==> src/rtl/rtp_hp_pkg.sv <==
// Package for the RTP header parser: word types, status codes, register indexes.
// No dependencies; used by every module of the parser.
package rtp_hp_pkg;

  localparam int DEF_MAX_PACKET_BYTES = 65535;
  localparam int DEF_QUEUE_DEPTH      = 2;
  localparam int LEN_W                = 16;
  localparam int HDR_W                = 19;

  localparam logic [7:0] RAW_TS_SYNC  = 8'h47;
  localparam logic [1:0] RTP_VERSION  = 2'b10;
  localparam int         HDR_FIXED    = 12;

  // status codes
  localparam logic [2:0] ST_OK        = 3'd0;
  localparam logic [2:0] ST_RAW_TS    = 3'd1;
  localparam logic [2:0] ST_SHORT     = 3'd2;
  localparam logic [2:0] ST_BAD_VER   = 3'd3;
  localparam logic [2:0] ST_HDR_LONG  = 3'd4;
  localparam logic [2:0] ST_TRUNCATED = 3'd5;

  // configuration register indexes
  localparam logic [1:0] CFG_MIN_LENGTH      = 2'd0;
  localparam logic [1:0] CFG_EXPECTED_TYPE   = 2'd1;
  localparam logic [1:0] CFG_RETRANSMIT_TYPE = 2'd2;

  localparam logic [15:0] RST_MIN_LENGTH      = 16'd188;
  localparam logic [6:0]  RST_EXPECTED_TYPE   = 7'h21;
  localparam logic [6:0]  RST_RETRANSMIT_TYPE = 7'h60;

  typedef struct packed {
    logic [7:0]       data_byte;
    logic             first_byte;
    logic             last_byte;
    logic [LEN_W-1:0] packet_length;
  } in_item_t;

  typedef struct packed {
    logic [2:0]       status;
    logic [HDR_W-1:0] header_length;
    logic [15:0]      seq_number;
    logic [31:0]      sync_source;
    logic             type_unexpected;
  } out_item_t;

  typedef struct packed {
    logic [LEN_W-1:0] min_length;
    logic [6:0]       expected_type;
    logic [6:0]       retransmit_type;
  } cfg_t;

  // packet summary handed from the front to the back
  typedef struct packed {
    logic [2:0]       status;
    logic [HDR_W-1:0] header_end;
    logic [15:0]      seq;
    logic [31:0]      ssrc;
    logic [6:0]       kind;
  } record_t;

endpackage

==> src/rtl/rtp_hp_front.sv <==
// Front of the RTP header parser: takes one byte a word, tracks header fields,
// classifies the packet and pushes a summary on the final byte. Uses rtp_hp_pkg.
module rtp_hp_front #(
  parameter int MAX_PACKET_BYTES = rtp_hp_pkg::DEF_MAX_PACKET_BYTES
) (
  input  logic                clk,
  input  logic                rst,
  input  logic                in_valid,
  output logic                in_stall,
  input  rtp_hp_pkg::in_item_t in_data,
  input  rtp_hp_pkg::cfg_t    cfg,
  input  logic                full,
  output logic                push,
  output rtp_hp_pkg::record_t rec
);

  localparam int PW = $clog2(MAX_PACKET_BYTES + 1);
  localparam int LW = rtp_hp_pkg::LEN_W;
  localparam int HW = rtp_hp_pkg::HDR_W;

  logic [PW-1:0] position;
  logic [LW-1:0] length_seen;
  logic [HW-1:0] header_end;
  logic [3:0]    csrc_count;
  logic          extension_flag;
  logic [6:0]    payload_kind;
  logic [15:0]   seq_hold;
  logic [31:0]   ssrc_hold;
  logic [2:0]    status_hold;

  logic          accept;
  logic [7:0]    b;
  logic [3:0]    cc_e;
  logic          x_e;
  logic [6:0]    base;
  logic [HW-1:0] he_e, he_n;
  logic [LW-1:0] len_e;
  logic [2:0]    st_first, st_e, st_cur, st_final;
  logic [15:0]   p16;
  logic [PW-1:0] p_e, pos_adv;
  logic [6:0]    kind_e, kind_n;
  logic [15:0]   seq_e, seq_n;
  logic [31:0]   ssrc_e, ssrc_n;

  assign in_stall = full;
  assign accept   = in_valid & ~full;
  assign b        = in_data.data_byte;

  always_comb begin
    cc_e   = in_data.first_byte ? b[3:0] : csrc_count;
    x_e    = in_data.first_byte ? b[4] : extension_flag;
    base   = 7'(rtp_hp_pkg::HDR_FIXED) + {1'b0, cc_e, 2'b00};
    he_e   = in_data.first_byte ? (HW'(base) + (x_e ? HW'(4) : '0)) : header_end;
    len_e  = in_data.first_byte ? in_data.packet_length : length_seen;
    kind_e = in_data.first_byte ? 7'd0 : payload_kind;
    seq_e  = in_data.first_byte ? 16'd0 : seq_hold;
    ssrc_e = in_data.first_byte ? 32'd0 : ssrc_hold;
    p_e    = in_data.first_byte ? '0 : position;
    p16    = 16'(p_e);

    // classification of a new packet, in priority order
    if (in_data.packet_length < cfg.min_length) begin
      st_first = rtp_hp_pkg::ST_SHORT;
    end else if (b == rtp_hp_pkg::RAW_TS_SYNC) begin
      st_first = rtp_hp_pkg::ST_RAW_TS;
    end else if (b[7:6] != rtp_hp_pkg::RTP_VERSION) begin
      st_first = rtp_hp_pkg::ST_BAD_VER;
    end else if (16'(base) + 16'd4 >= in_data.packet_length) begin
      st_first = rtp_hp_pkg::ST_HDR_LONG;
    end else begin
      st_first = rtp_hp_pkg::ST_OK;
    end
    if ((17'(in_data.packet_length) > 17'(MAX_PACKET_BYTES)) &&
        (st_first <= rtp_hp_pkg::ST_RAW_TS)) begin
      st_first = rtp_hp_pkg::ST_TRUNCATED;
    end

    st_e = in_data.first_byte ? st_first : status_hold;
    if ((p16 >= len_e) && (st_e <= rtp_hp_pkg::ST_RAW_TS)) begin
      st_cur = rtp_hp_pkg::ST_TRUNCATED;
    end else begin
      st_cur = st_e;
    end

    kind_n = kind_e;
    seq_n  = seq_e;
    ssrc_n = ssrc_e;
    if (p16 == 16'd1) begin
      kind_n = b[6:0];
    end else if (p16 inside {16'd2, 16'd3}) begin
      seq_n = {seq_e[7:0], b};
    end else if (p16 inside {[16'd8:16'd11]}) begin
      ssrc_n = {ssrc_e[23:0], b};
    end

    // extension length word: 4 bytes per word on top of the fixed part
    he_n = he_e;
    if (x_e) begin
      if (p16 == 16'(base) + 16'd2) begin
        he_n = he_e + HW'({b, 10'b0});
      end else if (p16 == 16'(base) + 16'd3) begin
        he_n = he_e + HW'({b, 2'b0});
      end
    end

    // retransmission: original sequence number follows the header
    if ((p16 >= 16'd4) && ((HW'(p16) == he_n) || (HW'(p16) == he_n + HW'(1))) &&
        (kind_n == cfg.retransmit_type)) begin
      seq_n = {seq_n[7:0], b};
    end

    pos_adv = (p_e < PW'(MAX_PACKET_BYTES)) ? p_e + PW'(1) : PW'(MAX_PACKET_BYTES);

    if ((st_cur <= rtp_hp_pkg::ST_RAW_TS) && (16'(pos_adv) != len_e)) begin
      st_final = rtp_hp_pkg::ST_TRUNCATED;
    end else begin
      st_final = st_cur;
    end
  end

  assign push            = accept & in_data.last_byte;
  assign rec.status      = st_final;
  assign rec.header_end  = he_n;
  assign rec.seq         = seq_n;
  assign rec.ssrc        = ssrc_n;
  assign rec.kind        = kind_n;

  always_ff @(posedge clk) begin
    if (rst) begin
      position       <= '0;
      length_seen    <= '0;
      header_end     <= '0;
      csrc_count     <= '0;
      extension_flag <= 1'b0;
      payload_kind   <= '0;
      seq_hold       <= '0;
      ssrc_hold      <= '0;
      status_hold    <= rtp_hp_pkg::ST_OK;
    end else if (accept) begin
      csrc_count     <= cc_e;
      extension_flag <= x_e;
      header_end     <= he_n;
      payload_kind   <= kind_n;
      seq_hold       <= seq_n;
      ssrc_hold      <= ssrc_n;
      if (in_data.last_byte) begin
        // drop the packet; stray bytes count toward an empty one
        position    <= '0;
        length_seen <= '0;
        status_hold <= rtp_hp_pkg::ST_OK;
      end else begin
        position    <= pos_adv;
        length_seen <= len_e;
        status_hold <= st_cur;
      end
    end
  end

endmodule

==> src/rtl/rtp_hp_queue.sv <==
// Short queue of packet summaries between front and back of the parser.
// Uses rtp_hp_pkg for the summary type.
module rtp_hp_queue #(
  parameter int DEPTH = rtp_hp_pkg::DEF_QUEUE_DEPTH
) (
  input  logic                clk,
  input  logic                rst,
  input  logic                push,
  input  rtp_hp_pkg::record_t wr_rec,
  input  logic                pop,
  output logic                rd_valid,
  output rtp_hp_pkg::record_t rd_rec,
  output logic                full
);

  localparam int PTRW = (DEPTH > 1) ? $clog2(DEPTH) : 1;
  localparam int CNTW = $clog2(DEPTH + 1);

  rtp_hp_pkg::record_t store [DEPTH];
  logic [PTRW-1:0] wr_ptr, rd_ptr;
  logic [CNTW-1:0] count;

  assign rd_valid = (count != '0);
  assign full     = (count == CNTW'(DEPTH));
  assign rd_rec   = store[rd_ptr];

  always_ff @(posedge clk) begin
    if (push) begin
      store[wr_ptr] <= wr_rec;
    end
  end

  always_ff @(posedge clk) begin
    if (rst) begin
      wr_ptr <= '0;
      rd_ptr <= '0;
      count  <= '0;
    end else begin
      if (push) begin
        wr_ptr <= (wr_ptr == PTRW'(DEPTH - 1)) ? '0 : wr_ptr + PTRW'(1);
      end
      if (pop) begin
        rd_ptr <= (rd_ptr == PTRW'(DEPTH - 1)) ? '0 : rd_ptr + PTRW'(1);
      end
      if (push && !pop) begin
        count <= count + CNTW'(1);
      end else if (pop && !push) begin
        count <= count - CNTW'(1);
      end
    end
  end

endmodule

==> src/rtl/rtp_hp_back.sv <==
// Back of the RTP header parser: formats a packet summary into a result word
// and holds it in the output register. Uses rtp_hp_pkg.
module rtp_hp_back (
  input  logic                  clk,
  input  logic                  rst,
  input  logic                  rd_valid,
  input  rtp_hp_pkg::record_t   rd_rec,
  output logic                  pop,
  input  rtp_hp_pkg::cfg_t      cfg,
  output logic                  out_valid,
  input  logic                  out_stall,
  output rtp_hp_pkg::out_item_t out_data
);

  rtp_hp_pkg::out_item_t result;

  assign pop = rd_valid & (~out_valid | ~out_stall);

  always_comb begin
    result = '0;
    result.status = rd_rec.status;
    // only a good RTP packet reports its fields
    if (rd_rec.status == rtp_hp_pkg::ST_OK) begin
      result.header_length   = rd_rec.header_end;
      result.seq_number      = rd_rec.seq;
      result.sync_source     = (rd_rec.kind == cfg.retransmit_type) ? rd_rec.ssrc : 32'd0;
      result.type_unexpected = (rd_rec.kind != cfg.expected_type);
    end
  end

  always_ff @(posedge clk) begin
    if (rst) begin
      out_valid <= 1'b0;
    end else if (pop) begin
      out_valid <= 1'b1;
    end else if (!out_stall) begin
      out_valid <= 1'b0;
    end
  end

  always_ff @(posedge clk) begin
    if (pop) begin
      out_data <= result;
    end
  end

endmodule

==> src/rtl/rtp_header_parser_unit.sv <==
// RTP header parser (RFC 3550 layout) over a UDP payload stream. It takes one
// byte per clock while the input is not stalled, with no gaps needed between
// packets, and gives one result word per packet after the final byte is taken.
// A front stage tracks position, CSRC count, extension length, sequence number
// and SSRC byte by byte and classifies the packet; a queue of QUEUE_DEPTH packet
// summaries feeds the back stage, which formats the result into the output
// register. The input stalls only while that queue is full, so a stalled output
// holds up the byte stream only after QUEUE_DEPTH further packets have
// completed. Configuration writes are always ready and belong in idle periods.
// Depends on rtp_hp_pkg, rtp_hp_front, rtp_hp_queue and rtp_hp_back.
module rtp_header_parser_unit #(
  parameter int MAX_PACKET_BYTES = rtp_hp_pkg::DEF_MAX_PACKET_BYTES,
  parameter int QUEUE_DEPTH      = rtp_hp_pkg::DEF_QUEUE_DEPTH
) (
  input  logic                  clk,
  input  logic                  rst,
  input  logic                  in_valid,
  output logic                  in_stall,
  input  rtp_hp_pkg::in_item_t  in_data,
  output logic                  out_valid,
  input  logic                  out_stall,
  output rtp_hp_pkg::out_item_t out_data,
  input  logic                  cfg_valid,
  output logic                  cfg_ready,
  input  logic [1:0]            cfg_index,
  input  logic [15:0]           cfg_data
);

  rtp_hp_pkg::cfg_t    cfg;
  rtp_hp_pkg::record_t wr_rec, rd_rec;
  logic                push, pop, full, rd_valid;

  assign cfg_ready = 1'b1;

  always_ff @(posedge clk) begin
    if (rst) begin
      cfg.min_length      <= rtp_hp_pkg::RST_MIN_LENGTH;
      cfg.expected_type   <= rtp_hp_pkg::RST_EXPECTED_TYPE;
      cfg.retransmit_type <= rtp_hp_pkg::RST_RETRANSMIT_TYPE;
    end else if (cfg_valid && cfg_ready) begin
      case (cfg_index)
        rtp_hp_pkg::CFG_MIN_LENGTH:      cfg.min_length      <= cfg_data;
        rtp_hp_pkg::CFG_EXPECTED_TYPE:   cfg.expected_type   <= cfg_data[6:0];
        rtp_hp_pkg::CFG_RETRANSMIT_TYPE: cfg.retransmit_type <= cfg_data[6:0];
        default: ;
      endcase
    end
  end

  rtp_hp_front #(
    .MAX_PACKET_BYTES(MAX_PACKET_BYTES)
  ) u_front (
    .clk      (clk),
    .rst      (rst),
    .in_valid (in_valid),
    .in_stall (in_stall),
    .in_data  (in_data),
    .cfg      (cfg),
    .full     (full),
    .push     (push),
    .rec      (wr_rec)
  );

  rtp_hp_queue #(
    .DEPTH(QUEUE_DEPTH)
  ) u_queue (
    .clk      (clk),
    .rst      (rst),
    .push     (push),
    .wr_rec   (wr_rec),
    .pop      (pop),
    .rd_valid (rd_valid),
    .rd_rec   (rd_rec),
    .full     (full)
  );

  rtp_hp_back u_back (
    .clk       (clk),
    .rst       (rst),
    .rd_valid  (rd_valid),
    .rd_rec    (rd_rec),
    .pop       (pop),
    .cfg       (cfg),
    .out_valid (out_valid),
    .out_stall (out_stall),
    .out_data  (out_data)
  );

endmodule

==> config.mk <==
export PLATFORM = sky130hd
export DESIGN_NAME = rtp_header_parser_unit
export DESIGN_NICKNAME = d
export VERILOG_FILES = /design/src/rtl/rtp_hp_pkg.sv /design/src/rtl/rtp_hp_front.sv /design/src/rtl/rtp_hp_queue.sv /design/src/rtl/rtp_hp_back.sv /design/src/rtl/rtp_header_parser_unit.sv
export SDC_FILE = /design/constraint.sdc
export NUM_CORES = 1
export LEC_CHECK = 0
export ABC_AREA = 0
export BUFFER_PORTS_ARGS = -buffer_cell sky130_fd_sc_hd__buf_4
export CORE_UTILIZATION = 45
export CTS_BUF_LIST = sky130_fd_sc_hd__clkbuf_16
export CTS_CLUSTER_SIZE = 14
export DETAILED_ROUTE_END_ITERATION = 7
export PLACE_DENSITY = 0.68
export SETUP_SLACK_MARGIN = 0.15
export SYNTH_ARGS = -nofsm -noshare
export SYNTH_HDL_FRONTEND = slang
export SYNTH_SLANG_ARGS = --single-unit
export TNS_END_PERCENT = 100
==> constraint.sdc <==
create_clock -name clk -period 33.7 [get_ports clk]
set_clock_uncertainty 0.2 [all_clocks]
set_input_delay 10.11 -clock clk [delete_from_list [all_inputs] [get_ports clk]]
set_output_delay 10.11 -clock clk [all_outputs]
set_load 0.01 [all_outputs]
; After elaboration in Yosys (flattened, before gate mapping)
; Memories as Yosys holds them, arrays and structs flattened. A register that Yosys moved wholly into a read port is not among the register bits.
; Cells that the tools add are included.
[word_totals]
output_inout_bits = 74
ramBits = 154
memories = 1
ff_bits = 220
[op_classes]
add_sub_neg = 13
eq_ne = 17
order_cmp = 9
mux = 40
reduce_logical = 19
bitwise_logic = 7
[mem_list]
columns = memory, depth, word_bits, read_ports, rd_clocked_by_memory_dff, wr, line_no
row1 = u_queue.store, 2, 77, 1, 1, 1, rtp_hp_queue.sv:19  ; rtp_hp_pkg::record_t store [DEPTH];
[ops]
columns = operator, count
row1 = $mux 16, 9
row2 = $mux 32, 4
row3 = $mux 19, 4
row4 = $eq 16x19->1, 2
row5 = $eq 16x16->1, 2
row6 = $eq 16x2->1 const B, 2
row7 = $ge 16x16->1, 2
row8 = $mux 3, 9
row9 = $add 19x1->19 const B, 1
row10 = $add 19x10->19, 1
row11 = $add 19x18->19, 1
row12 = $add 7x19->19, 1
row13 = $add 16x1->16 const B, 1
row14 = $add 7x2->8 const B, 2
row15 = $eq 16x1->1 const B, 1
row16 = $ge 16x3->1 const B, 1
row17 = $ge 16x4->1 const B, 1
row18 = $le 16x4->1 const B, 1
row19 = $lt 16x16->1, 1
row20 = $lt 16x16->1 const B, 1
row21 = $ne 16x16->1, 1
row22 = $eq 7x7->1, 2
row23 = $mux 7, 2
row24 = $mux 1, 9
row25 = other kinds (24), 44

; Logic depth before layout (Yosys ltp)
; Gate-level depths: netlist of run 1.
[logic_depth]
depth_word = 15
ltp_mapped = 29
depth_no_buf = 22

; Modules after synthesis
; Synthesis of run 1 repeated with hierarchy kept, for this count alone.
[hier_totals]
hier_cells = 1907
area_unflattened_um2 = 19985.4
[by_module_without_submodules]
columns = mod, area_per_inst_um2, instances, cells_per_inst
row1 = rtp_hp_front, 9654.3, 1, 1311
row2 = rtp_hp_queue, 5899.4, 1, 262
row3 = rtp_hp_back, 3141.8, 1, 208
row4 = rtp_header_parser_unit, 1290.0, 1, 126

; Worst setup path before layout of run 1
; No wires, ideal clock.
[synth_timing]
path_type = in2reg
from = in in_data[17] in the netlist's numbering
to = mem u_queue.store[0][41] in the netlist's numbering, data pin
required_ps = 33238
setup_ps = 262
stages = 28
setup_slack_ps = 16161
t_arrival_ps = 17077
path_cell_list = buf_2 > buf_2 > buf_1 > buf_1 > clkbuf_1 > clkbuf_1 > mux2i_1 > ha_1 > or3b_2 > mux2i_1 > xnor2_1 > a21o_1 > ha_1 > o21a_1 > a211oi_1 > nor3_1 > nand3_1 > nor3_1 > and3_1 > a211oi_1 > inv_1 > nand2_1 > a2111o_1 > a2111o_1 > or4_4 > nand2_2 > buf_4 > mux2_2
[synth_lines]
columns = element, line_no
row1 = start: declaration, rtp_header_parser_unit.sv:19  ; input rtp_hp_pkg::in_item_t in_data,
row2 = end: declaration, rtp_hp_queue.sv:19

==> results.toml, run 1 <==
[timing]
fmax_ghz = 0.0590
tightest_slew_ns = 1.21
whs_ns = 0.250
min_period_ns = 16.95
setup_viol = 0
drv_slew = 0
fin_crit_sh_pct = 50.3
rsz0062_at_grt = "false"
max_slew_margin_pct = 18.9
hold_viol = 0
finalSetupTns_ns = 0

[critical_path]
critical_path_required_ns = 33.80
crit_path_max_fanout = 59
max_stage_delay_ns = 0.65
arrival_ns = 17.04
reg2reg_from = "u_front.csrc_count[0]"
worstSetupStartpointType = "input port"
critPathKind = "input port to register"
critPathBufInv = 1
crit_path_cell_trace = "buf_4 > mux2i_1 > ha_1 > or3b_2 > mux2i_1 > xnor2_1 > a21o_1 > ha_1 > o21a_1 > a211oi_1 > nor3_1 > a22oi_1 > o211ai_1 > nand2_1 > nor2_1 > o2111ai_1 > a2111o_1 > or4_4 > nand2_2 > mux2_2"
r2r_cells = 19
rr_endpoint = "u_queue.store[1][41]"
crit_path_end_kind = "register"
ff2ff_setup_slack_ns = 26.64
cp_slowest_cell = "o211ai_1"
critPathTopFamily = "simple AND/OR/NAND/NOR gates"

[cts]
numCtsBuffers = 41
cts_buffer_depth = 3
hold_buffers = 0
cts_resized = 0
clock-sinks = 375
worstSkewPairLatency_ns = 0.56
clock-root-buffer = "clkbuf_16"
clk_pin_slew_ns = 0.06
cts_tree = "done"
postCtsSetupBuffers = 0
cts_max_level = 2

[synthesis]
synth_edf_count = 225
synth_cells = 1850
ys_ff_latch = 375
synthesis.area_um2 = 19000
ys_warn_count = 0
ys_seq_area_share_pct = 51.5
syn_area_per_cell_um2 = 10.2
async_reset_ff_share_pct = 0
synth_cell_types = 88
syn-num-nets = 1964
synthFlopType = "edfxtp_1"

[floorplanning]
initial_core_util_pct = 46.0
die-area_um2 = 43000
die_width_um = 207
die_y_um = 207
pin_count = 123
coreArea_um2 = 41200
rows = 74

[global_route]
antenna_found_initial = 1
grt_pass1_wl_mm = 76.0
grt_pass1_vias = 13800
track_usage_pct = 22.3
grt_max_degree = 76
grt-ovfl-total = 0

[route]
drc = 0
wl_mm = 47.5
viasPerCell = 5.64
ant_nets = 0
num_vias = 14000
drtIter0Drc = 1092
post_drt_wl_per_cell_um = 19.1
drt_pass1_iterations = 5

[flow_run]
maxCapViolations = 0

[power]
power_density_nw_per_um2 = 60.8
p_leak_nw = 8.19
max-vdd-ir-drop_v = 0.0000351
total_power_mw = 1.31

[cells_and_area]
nNetsFinal = 2040
design_area_um2 = 21500
drive_gt1_share_pct = 12.7
antenna_cells = 0
fillCellCount = 3656
fin_util_pct = 52.3
syn2layout_area_growth_pct = 13.7

[worst_hold_path]
hold_depth = 2
hold_path.class = "register to register"
worstHoldEndpoint = "u_front.header_end[9]"
hold_start = "u_front.header_end[9]"

[placed_design]
gp_congestion = 0.894
placed_cell_area_um2 = 20300
dp_hpwl_mm = 32.7
io_buffer_count = 121

[outcome]
status = "finished clean"
[cells in the mapped netlist, drive strengths merged, types with 4 or more instances]
cell	number	area, µm²
nor4	18	155
o21a	10	75.1
clkbuf	75	282
inv	68	255
and4	4	35.0
xor2	35	307
a21o	20	150
nand2	235	887
o31a	6	53.8
nand2b	14	87.6
nand3	36	180
a21oi	135	679
o31ai	6	50.1
o211ai	12	95.1
a211o	4	35.0
nor2b	39	244
a31oi	5	31.3
and3	8	50.1
nand3b	4	30.0
xnor2	55	482
nor3	43	215
edfxtp	225	6760
nor2	197	739
buf	25	124
o21ai	41	205
nand4	15	93.8
mux2	26	293
a22oi	15	113
a211oi	29	235
nor3b	5	37.5
dfxtp	150	3000
nor4b	6	58.8
and2	10	62.6
a41oi	7	76.3
mux2i	123	1240
or3	7	43.8
o2bb2ai	4	35.0
a22o	16	140
or4	9	71.3
ha	63	788
[worst register-to-register path, cell delays in order (launching register included)]
cell and delay (ns):
dfxtp_1 0.35, mux2i_1 0.42, ha_1 0.38, or3b_2 0.49, mux2i_1 0.19, xnor2_1 0.14
a21o_1 0.23, ha_1 0.37, o21a_1 0.16, a211oi_1 0.08, nor3_1 0.63, a22oi_1 0.21
o211ai_1 0.65, nand2_1 0.15, nor2_1 0.22, o2111ai_1 0.15, a2111o_1 0.46, or4_4 0.57
nand2_2 0.34, mux2_2 0.41
[power by group]
part           switching, mW  internal (mW)  leakage [nW]  total [mW]
clock                  0.183          0.247         0.695       0.430
sequential            0.0276          0.563          3.34       0.590
combinational          0.171          0.118          4.16       0.289
total                  0.382          0.928          8.19        1.31
[how the worst max path moves through the flow]
stage / startpoint / endpoint / slack [ns] / depth (start not counted)
finish: in_data[17] / u_queue.store[1][41] / 16.75 / 20
global route: in_data[17] / u_queue.store[0][45] / 16.46 / 20
CTS: in_data[17] / u_queue.store[1][42] / 16.87 / 22
detailed placement: in_data[17] / u_queue.store[0][40] / 16.30 / 22
global placement: in_data[17] / u_queue.store[0][46] / 16.39 / 22
floorplan: in_data[17] / u_queue.store[0][41] / 16.16 / 28
[cell type report]
cell class                      count  area (µm²)  area share [%]
Clock inverter                     33         220            1.02
Timing Repair Buffer              133         998            4.63
Tap cell                          532         666            3.09
Multi-Input combinational cell   1305        8560            39.7
Inverter                           70         263            1.22
Sequential cell                   375        9760            45.3
Clock buffer                       43        1080            4.99
[layer usage]
layer	part of all wire [%]	track usage [%]	wire length [µm]	up-vias
met5	0	0	0	-
met4	2.8	6.92	1330	0
met3	5.7	3.89	2690	91
met2	47	36.6	22200	423
met1	45	30.0	21200	6766
li1	-	-	-	6767
[cell usage in the layout (no fill, tap or decap), types with 40 or more instances in the layout]
master	instances
xnor2_1	55
ha_1	63
mux2i_1	120
o21ai_0	40
nor2_1	195
dfxtp_1	149
nand2_1	232
clkbuf_16	43
nor3_1	43
a21oi_1	134
inv_1	81
buf_4	133
edfxtp_1	225
[sequential cells by signal, indices dropped and copies added (netlist names), named ones only]
register,cells
u_front.csrc_count,4
u_queue.store,154
u_front.status_hold,3
u_queue.rd_ptr,1
cfg,30
u_front.length_seen,16
u_front.payload_kind,7
u_front.header_end,19
u_front.seq_hold,16
u_front.extension_flag,1
u_queue.count,2
u_queue.wr_ptr,1
u_back.out_valid,1
u_front.ssrc_hold,32
u_front.position,16
u_back.out_data,71
[per-stage QoR]
stage	std cells	worst slack (ns)
2_1_floorplan	1850	16.16
3_3_place_gp	2415	16.39
3_5_place_dp	2415	16.30
4_1_cts	2491	16.87
5_1_grt	2491	16.46
6_report	2491	16.75
[kinds of logic after synthesis]
| logic type | Yosys count | synth area share (%) |
|---|---|---|
| multiplexers | 149 | 8.10 |
| AO/OA/AOI/OAI | 339 | 11.9 |
| AND/OR/NAND/NOR | 657 | 16.1 |
| XOR/XNOR | 93 | 4.51 |
| buffers and inverters | 170 | 3.52 |
| flip-flops | 375 | 51.5 |
| other | 2 | 0.0396 |
| adder cells (fa/ha/maj) | 65 | 4.37 |
Note: power is estimated with default switching activity, not from simulation.
==> run 2, diff against run 1 <==
PLACE_DENSITY = 0.71   (was 0.68)
clock period = 14.1 ns   (was 33.7 ns; I/O delays follow)
==> run 2 against run 1 <==
First-iteration DRC count is 13% higher; via count is 0.28% higher; critical path depth is 1 higher; worst setup slack worse by 14 ns; cell count is 0.12% lower; sequential share of layout area is 0.076 points higher; combinational power is 140% higher; wire length is 0.25% higher; non-clock buffer count stayed put; die area stayed put; core utilization is 0.088 points lower; clock-buffer cell count is 2 lower.
==> results.toml, run 2 (same netlist as run 1, synthesis figures left out) <==
[timing]
max_slew_margin_pct = 16.2
finalSetupTns_ns = 0
tightest_slew_ns = 1.25
hold_viol = 0
setup_viol = 0
fin_crit_sh_pct = 78.2
fmax_ghz = 0.0907
rsz0062_at_grt = "false"
drv_slew = 0
whs_ns = 0.258
min_period_ns = 11.03

[cts]
hold_buffers = 0
worstSkewPairLatency_ns = 0.57
cts_buffer_depth = 3
numCtsBuffers = 40
clock-root-buffer = "clkbuf_16"
clk_pin_slew_ns = 0.06
clock-sinks = 375
cts_max_level = 2
cts_tree = "done"
cts_resized = 0
postCtsSetupBuffers = 0

[global_route]
grt_pass1_wl_mm = 76.0
grt-ovfl-total = 0
grt_max_degree = 89
antenna_found_initial = 0
grt_pass1_vias = 13900
track_usage_pct = 22.1

[critical_path]
worstSetupStartpointType = "input port"
rr_endpoint = "u_queue.store[1][42]"
reg2reg_from = "u_front.extension_flag"
critical_path_required_ns = 14.18
r2r_cells = 21
ff2ff_setup_slack_ns = 6.91
arrival_ns = 11.11
crit_path_end_kind = "register"
critPathKind = "input port to register"
crit_path_max_fanout = 88

[cells_and_area]
largest_reg_flops = 154
regMostFlops = "u_queue.store"
nNetsFinal = 2039
fin_cells = 2488
fin_util_pct = 52.2
syn2layout_area_growth_pct = 13.5
drive_gt1_share_pct = 12.8
reg_top3 = "u_queue.store x154, u_back.out_data x71, u_front.ssrc_hold x32"
fillCellCount = 3664
final_common_cell = "nand2_1"
layout_common_cells = "nand2_1 (232), edfxtp_1 (225), nor2_1 (195), dfxtp_1 (149), a21oi_1 (134)"
antenna_cells = 0

[floorplanning]
coreArea_um2 = 41200
die_y_um = 207
rows = 74
die_width_um = 207
pin_count = 123
initial_core_util_pct = 46.0
die-area_um2 = 43000

[worst_hold_path]
hold_path.class = "register to register"
hold_start = "u_front.ssrc_hold[31]"
hold_depth = 2
worstHoldEndpoint = "u_front.ssrc_hold[31]"

[route]
drc = 0
drt_pass1_iterations = 6
ant_nets = 0
num_vias = 14100
drtIter0Drc = 1234
post_drt_wl_per_cell_um = 19.1
wl_mm = 47.6
viasPerCell = 5.66

[flow_run]
maxCapViolations = 0

[placed_design]
dp_hpwl_mm = 32.9
dp_cells = 2415
gp_congestion = 0.913
io_buffer_count = 121

[power]
max-vdd-ir-drop_v = 0.0000763
p_leak_nw = 8.15
total_power_mw = 3.13
power_density_nw_per_um2 = 145

[outcome]
status = "finished clean"
## run 2: cell types whose count changed in the layout (fill, tap and decap cells not counted), sizes merged
cell      change
clkinv        +9
clkinvlp      -1
bufinv        +1
inv          -10
clkbuf        -2
## run 2: critical path: stages
cell,delay (ns)
buf_4,0.36
buf_4,0.87
mux2i_1,0.39
xor2_1,0.35
a31oi_1,0.19
a21oi_2,0.25
ha_1,0.31
o21ai_0,0.12
o2bb2ai_1,0.14
nor3_1,0.67
nand3_1,0.29
nor3_1,0.22
and3_1,0.18
a211oi_1,0.08
inv_1,0.18
nand2_1,0.08
a2111o_1,0.42
a2111o_1,0.41
or4_4,0.56
nand2_2,0.34
mux2_1,0.41
## run 2: stage by stage
step / setup WS [ns] / instance area, µm²
floorplan: 2.44 / 19000
CTS: 3.19 / 21500
detailed placement: 2.64 / 20300
global route: 2.67 / 21500
global placement: 2.78 / 20300
finish: 3.07 / 21500
## run 2: layout make-up
type | count | area [µm²] | area share (%)
Clock buffer | 41 | 1030 | 4.77
Clock inverter | 32 | 234 | 1.09
Inverter | 70 | 263 | 1.22
Multi-Input combinational cell | 1305 | 8560 | 39.8
Sequential cell | 375 | 9760 | 45.4
Tap cell | 532 | 666 | 3.09
Timing Repair Buffer | 133 | 998 | 4.64
## run 2: power breakdown
part / switching [mW] / internal (mW) / total [mW]
sequential: 0.0669 / 1.34 / 1.41
combinational: 0.410 / 0.283 / 0.693
clock: 0.436 / 0.585 / 1.02
total: 0.913 / 2.21 / 3.13
## run 2: how the worst max path moves through the flow
stage | startpoint | to | cells after the start
2_1_floorplan | in_data[17] | u_queue.store[0][41] | 28
3_3_place_gp | in_data[17] | u_queue.store[0][49] | 21
3_5_place_dp | in_data[17] | u_queue.store[1][42] | 21
4_1_cts | in_data[17] | u_queue.store[1][42] | 21
5_1_grt | in_data[17] | u_queue.store[1][42] | 21
6_report | in_data[17] | u_queue.store[1][42] | 21
## run 2: routing by layer
metal	part of all wire, %	up-vias	track usage, %
met2	47	418	36.1
met4	2.7	0	7.10
met3	5.7	92	3.92
li1	-	6751	-
met1	45	6825	29.8
met5	0	-	0
